[config.mk]
export PLATFORM = sky130hd
export DESIGN_NAME = kmer_sc_rsp_fifo
export DESIGN_NICKNAME = d
export VERILOG_FILES = /design/src/design/kmer_sc_pkg.sv /design/src/design/kmer_sc_rsp_fifo.sv
export SDC_FILE = /design/constraint.sdc
export NUM_CORES = 1
export LEC_CHECK = 0
export BUFFER_PORTS_ARGS = -buffer_cell sky130_fd_sc_hd__buf_2
export CAP_MARGIN = 20
export CORE_ASPECT_RATIO = 1.4
export CORE_MARGIN = 2
export CORE_UTILIZATION = 48
export DETAILED_ROUTE_END_ITERATION = 16
export GPL_ROUTABILITY_DRIVEN = 0
export PLACE_DENSITY = 0.72
export SYNTH_ARGS = -nofsm -noshare
export SYNTH_HDL_FRONTEND = slang
export SYNTH_SLANG_ARGS = --single-unit
[constraint.sdc]
create_clock -name clk -period 5.04 [get_ports clk]
set_clock_uncertainty 0.15 [all_clocks]
set_input_delay 0.756 -clock clk [delete_from_list [all_inputs] [get_ports clk]]
set_output_delay 0.756 -clock clk [all_outputs]
set_load 0.01 [all_outputs]
[src/design/kmer_sc_pkg.sv]
// Package for the k-mer counter: widths, codes, response word type and base decoder.
// No dependencies; used by every other file of the block except the assertion macro header.
package kmer_sc_pkg;

	localparam int unsigned KMER_MAX_K_DEF = 8;
	localparam int unsigned KMER_LEN_W     = 4;
	localparam logic [KMER_LEN_W-1:0] KMER_LEN_RST = 4'd8;
	localparam int unsigned IDX_PORT_W     = 16;
	localparam int unsigned COUNT_W        = 8;
	localparam logic [COUNT_W-1:0] COUNT_MAX = 8'hff;
	localparam int unsigned APB_ADDR_W     = 3;
	localparam int unsigned APB_DATA_W     = 32;
	localparam int unsigned RSP_FIFO_DEPTH = 4;

	typedef enum logic {
		REQ_ADD  = 1'b0,
		REQ_READ = 1'b1
	} req_kind_t;

	typedef enum logic [0:0] {
		REG_KMER_LENGTH = 1'b0
	} reg_index_t;

	typedef struct packed {
		logic       ok;
		logic [1:0] code;
	} base_code_t;

	typedef struct packed {
		logic                  kmer_valid;
		logic [IDX_PORT_W-1:0] kmer_index;
		logic [COUNT_W-1:0]    kmer_count;
	} kmer_rsp_t;

	// Map a sequence character to its 2-bit nucleotide code.
	function automatic base_code_t decode_base(input logic [7:0] ch);
		base_code_t r;
		r.ok   = 1'b1;
		r.code = 2'd0;
		unique case (ch)
			8'h41, 8'h61: r.code = 2'd0;                 // A a
			8'h43, 8'h63: r.code = 2'd1;                 // C c
			8'h47, 8'h67: r.code = 2'd2;                 // G g
			8'h54, 8'h74, 8'h55, 8'h75: r.code = 2'd3;   // T t U u
			default: r.ok = 1'b0;
		endcase
		return r;
	endfunction

endpackage

[src/design/kmer_sc_rsp_fifo.sv]
// Small response queue that decouples the counter pipeline from the response channel.
// Depends on kmer_sc_pkg for the response word type and depth.
module kmer_sc_rsp_fifo import kmer_sc_pkg::*; (
	input  logic      clk,
	input  logic      arst_n,
	input  logic      push,
	input  kmer_rsp_t push_data,
	input  logic      pop,
	output logic      out_valid,
	output kmer_rsp_t out_data,
	output logic [$clog2(RSP_FIFO_DEPTH+1)-1:0] fill
);
	localparam int unsigned PTR_W = $clog2(RSP_FIFO_DEPTH);
	localparam int unsigned CNT_W = $clog2(RSP_FIFO_DEPTH + 1);

	kmer_rsp_t        slot_q [RSP_FIFO_DEPTH];
	logic [PTR_W-1:0] wr_ptr_q;
	logic [PTR_W-1:0] rd_ptr_q;
	logic [CNT_W-1:0] cnt_q;

	always_ff @(posedge clk or negedge arst_n) begin
		if (!arst_n) begin
			wr_ptr_q <= '0;
			rd_ptr_q <= '0;
			cnt_q    <= '0;
		end else begin
			if (push) begin
				wr_ptr_q <= wr_ptr_q + 1'b1;
			end
			if (pop) begin
				rd_ptr_q <= rd_ptr_q + 1'b1;
			end
			if (push && !pop) begin
				cnt_q <= cnt_q + 1'b1;
			end else if (pop && !push) begin
				cnt_q <= cnt_q - 1'b1;
			end
		end
	end

	always_ff @(posedge clk) begin
		if (push) begin
			slot_q[wr_ptr_q] <= push_data;
		end
	end

	assign out_valid = (cnt_q != '0);
	assign out_data  = slot_q[rd_ptr_q];
	assign fill      = cnt_q;

endmodule

## Word level (Yosys, flattened, before mapping)

Memory sizes are Yosys's and may differ from the RTL's.
Index checks and enable logic that the tools add are counted.

| operators by class | value |
|---|---|
| muxes and demuxes | 4 |
| add/subtract/negate cells | 4 |
| reductions and logical operators | 6 |

Operators by type and width:

| kind | count |
|---|---|
| 2-to-1 mux 3 bit | 2 |
| adder 2 x 1 -> 2 bit (second input constant) | 2 |
| adder 3 x 1 -> 3 bit (second input constant) | 1 |
| nonzero test 3 bit | 1 |
| subtractor 3 x 1 -> 3 bit (second input constant) | 1 |
| logical AND 1 bit | 2 |
| zero test 1 bit | 2 |
| 2-to-1 mux 1 bit | 2 |
| nonzero test 2 bit | 1 |

| storage, ports and cells | value |
|---|---|
| register bits | 7 |
| memories kept | 1 |
| memory bits (writable) | 100 |
| logic and storage cells | 18 |

Memories:

| memory | depth | width | rd ports | clocked after Yosys merged registers in | write ports | line | RTL |
|---|---|---|---|---|---|---|---|
| slot_q | 4 | 25 | 1 | 0 | 1 | kmer_sc_rsp_fifo.sv:16 | `kmer_rsp_t slot_q [RSP_FIFO_DEPTH];` |

## Logic depth before layout (Yosys ltp)

| logic depth | value |
|---|---|
| depth after elaboration | 4 |
| gate-level depth with buffers | 7 |

## Worst setup path after synthesis

Ideal clock, no wire load.

| timing path | value |
|---|---|
| path type | register -> output |
| from | register rd_ptr_q[0] |
| to | output port out_data[0] (netlist name) |
| required time | 4134 ps |
| stages on the path, launching flop included | 4 |
| buffers on the path | 2 |
| arrival time | 1144 ps |
| setup slack | 2990 ps |
| cell sequence | dfrtp_1 -> buf_6 -> buf_12 -> mux4_2 |

RTL lines:

| item | line | RTL |
|---|---|---|
| start: declaration | kmer_sc_rsp_fifo.sv:18 | `logic [PTR_W-1:0] rd_ptr_q;` |
| start signal: assignment | kmer_sc_rsp_fifo.sv:31 | `rd_ptr_q <= rd_ptr_q + 1'b1;` |
| end: declaration | kmer_sc_rsp_fifo.sv:10 | `output kmer_rsp_t out_data,` |

==> impl_metrics.yaml <==
routing:
  wire_per_inst_um: 17.9
  final_antenna_net_count: 0
  vias_per_cell: 5.19
  drcViolationCount: 0
  wirelength_um: 6040
  vias: 1753
  drt_pass1_iterations: 4
  drtIter0Drc: 62
placed_design:
  io_buffers: 57
  place_ws_ps: 2360
  hpwl_um: 3900
logic_synthesis:
  synth_area_um2: 4040
  syn_nets: 199
  ys_seq_area_frac: 0.786
  syn_avg_cell_area_um2: 24.7
  syn_inst: 164
  synth.area.top_cells: "edfxtp_1 (74%), mux4_2 (10%), mux4_1 (4.5%), dfrtp_1 (4.3%), ha_1 (1.5%)"
  yosysTopAreaCell: "edfxtp_1"
  yosysTopAreaCellShare: 0.743
  yosysWarnings: 0
  synth_cell_type_count: 18
  synth-seq-cells: 107
clocking:
  clk-insertion-delay-late_ps: 330
  clk_pin_slew_worst_paths_ps: 60
  htree_levels: 3
  cts_buffers: 9
  clockBufferDepth: 2
  post-cts-setup-buffers: 0
  ctsResizeCount: 0
  root_buffer: "clkbuf_16"
  cts_tree: "yes"
  cts_sinks: 107
  postCtsHoldBufs: 0
outcome:
  status: "finished, final reports clean"
timing:
  worst_pin_slew_ps: 832
  final.setup.tns_ps: 0
  setup_viol: 0
  max_freq_mhz: 336
  layout_min_cycle_time_ps: 2970
  report.final.slew_viol_count: 0
  rsz0062_at_grt: "no"
  finalHoldViolCount: 0
  finalCritPeriodShare: 0.590
  fin_ws_ps: 2070
  max-slew-margin-rel: 0.445
power:
  power.total_mw: 2.62
  p_leak_nw: 1.69
  ir_drop_mv: 0.288
  p_per_area_nw_per_um2: 555
min_path:
  min_path_type: "in2async"
layout:
  area_growth_pct: 16.8
  final_common_cell: "edfxtp_1"
  utilization: 0.579
  diodes: 0
  mostFrequentLayoutCells: "edfxtp_1 (100), buf_2 (57), mux4_2 (18), clkbuf_16 (9), mux4_1 (7)"
  fin_nets: 266
  drive_gt1_frac: 0.403
floorplanning:
  fp.dieW_um: 81.6
  row_count: 39
  ios: 58
  core_area_um2: 8150
  die_height_um: 113
  initial_utilization: 0.496
  die_area_um2: 9180
flow_run:
  cap_violations: 0
setup_path:
  crit_required_ps: 4130
  arrival_ps: 2070
  worst_setup_path_end_kind: "primary output"
  cp_max_fo: 27
  critPathLaunchType: "register"
  setup.worst_path.class: "reg2out"
global_routing:
  antenna_found_initial: 0
  grt_overflow: 0
  grt_pass1_vias: 1866
  grt_use_total: 0.150
  grt_pass1_wl_um: 9570
  grt_max_degree: 28
## state kept, by name (all words and copies together), names as in the netlist
name,cells
rd_ptr_q,2
wr_ptr_q,2
fill,3
slot_q,100
## layout make-up
type                            count  area [um^2]
Fill cell                         601         3430
Clock inverter                      2         10.0
Multi-Input combinational cell     47          783
Timing Repair Buffer               62          343
Sequential cell                   107         3180
Tap cell                          102          128
Inverter                            4         15.0
Clock buffer                       14          264
## final timing paths
check,start,cells after the start,slack [ps],to
worst max register to register,wr_ptr_q[0],4,3110,slot_q[2][5]
worst min register to register,fill[2],1,340,fill[2]
min in group clk,fill[2],1,340,fill[2]
worst min-delay path,arst_n,1,90,fill[1]
worst max-delay path,rd_ptr_q[0],2,2070,out_data[19]
max in group asynchronous,arst_n,1,4470,rd_ptr_q[0]
## critical path, stage by stage (launching register included)
cell	delay, ps
dfrtp_2	910
mux4_1	660
buf_2	160
## where the power goes
| part | internal [mW] | switching [mW] | total, mW |
|---|---|---|---|
| clock | 0.360 | 0.265 | 0.625 |
| sequential | 1.17 | 0.132 | 1.30 |
| combinational | 0.373 | 0.324 | 0.698 |
| total | 1.90 | 0.721 | 2.62 |
## cell usage after synthesis (all sizes together)
library cell	instances
buf	6
edfxtp	100
nor2	1
fa	1
or3	1
mux2	1
inv	4
ha	5
xnor2	2
mux4	25
nand2	2
o21ai	1
and2	4
xor2	4
dfrtp	7
## through the flow
step                instance area, um^2  instances  hold WS, ps
global placement                   4420        321          321
floorplan                          4040        164          310
finish                             4720        338         93.0
global route                       4720        338         80.5
detailed placement                 4450        322          330
CTS                                4720        338         81.3
## cells by family (layout without fill, tap and decap cells)
| logic type | after synthesis | count (layout) | share of synthesized area |
|---|---|---|---|
| XOR/XNOR | 6 | 6 | 0.0130 |
| multiplexers | 26 | 26 | 0.149 |
| AND/OR/NAND/NOR | 8 | 8 | 0.0105 |
| AO/OA/AOI/OAI | 1 | 1 | 0.00124 |
| buffers and inverters | 10 | 82 | 0.0201 |
| flip-flops | 107 | 107 | 0.786 |
| adder cells (fa/ha/maj) | 6 | 6 | 0.0204 |
## layer usage
layer	vias to the layer above	wire, um	global-route usage
met5	-	0	0
met4	0	66	0.0610
met3	5	341	0.0571
met2	43	3160	0.243
met1	892	2470	0.178
li1	813	-	-
Power figures use the tool's default switching activity.
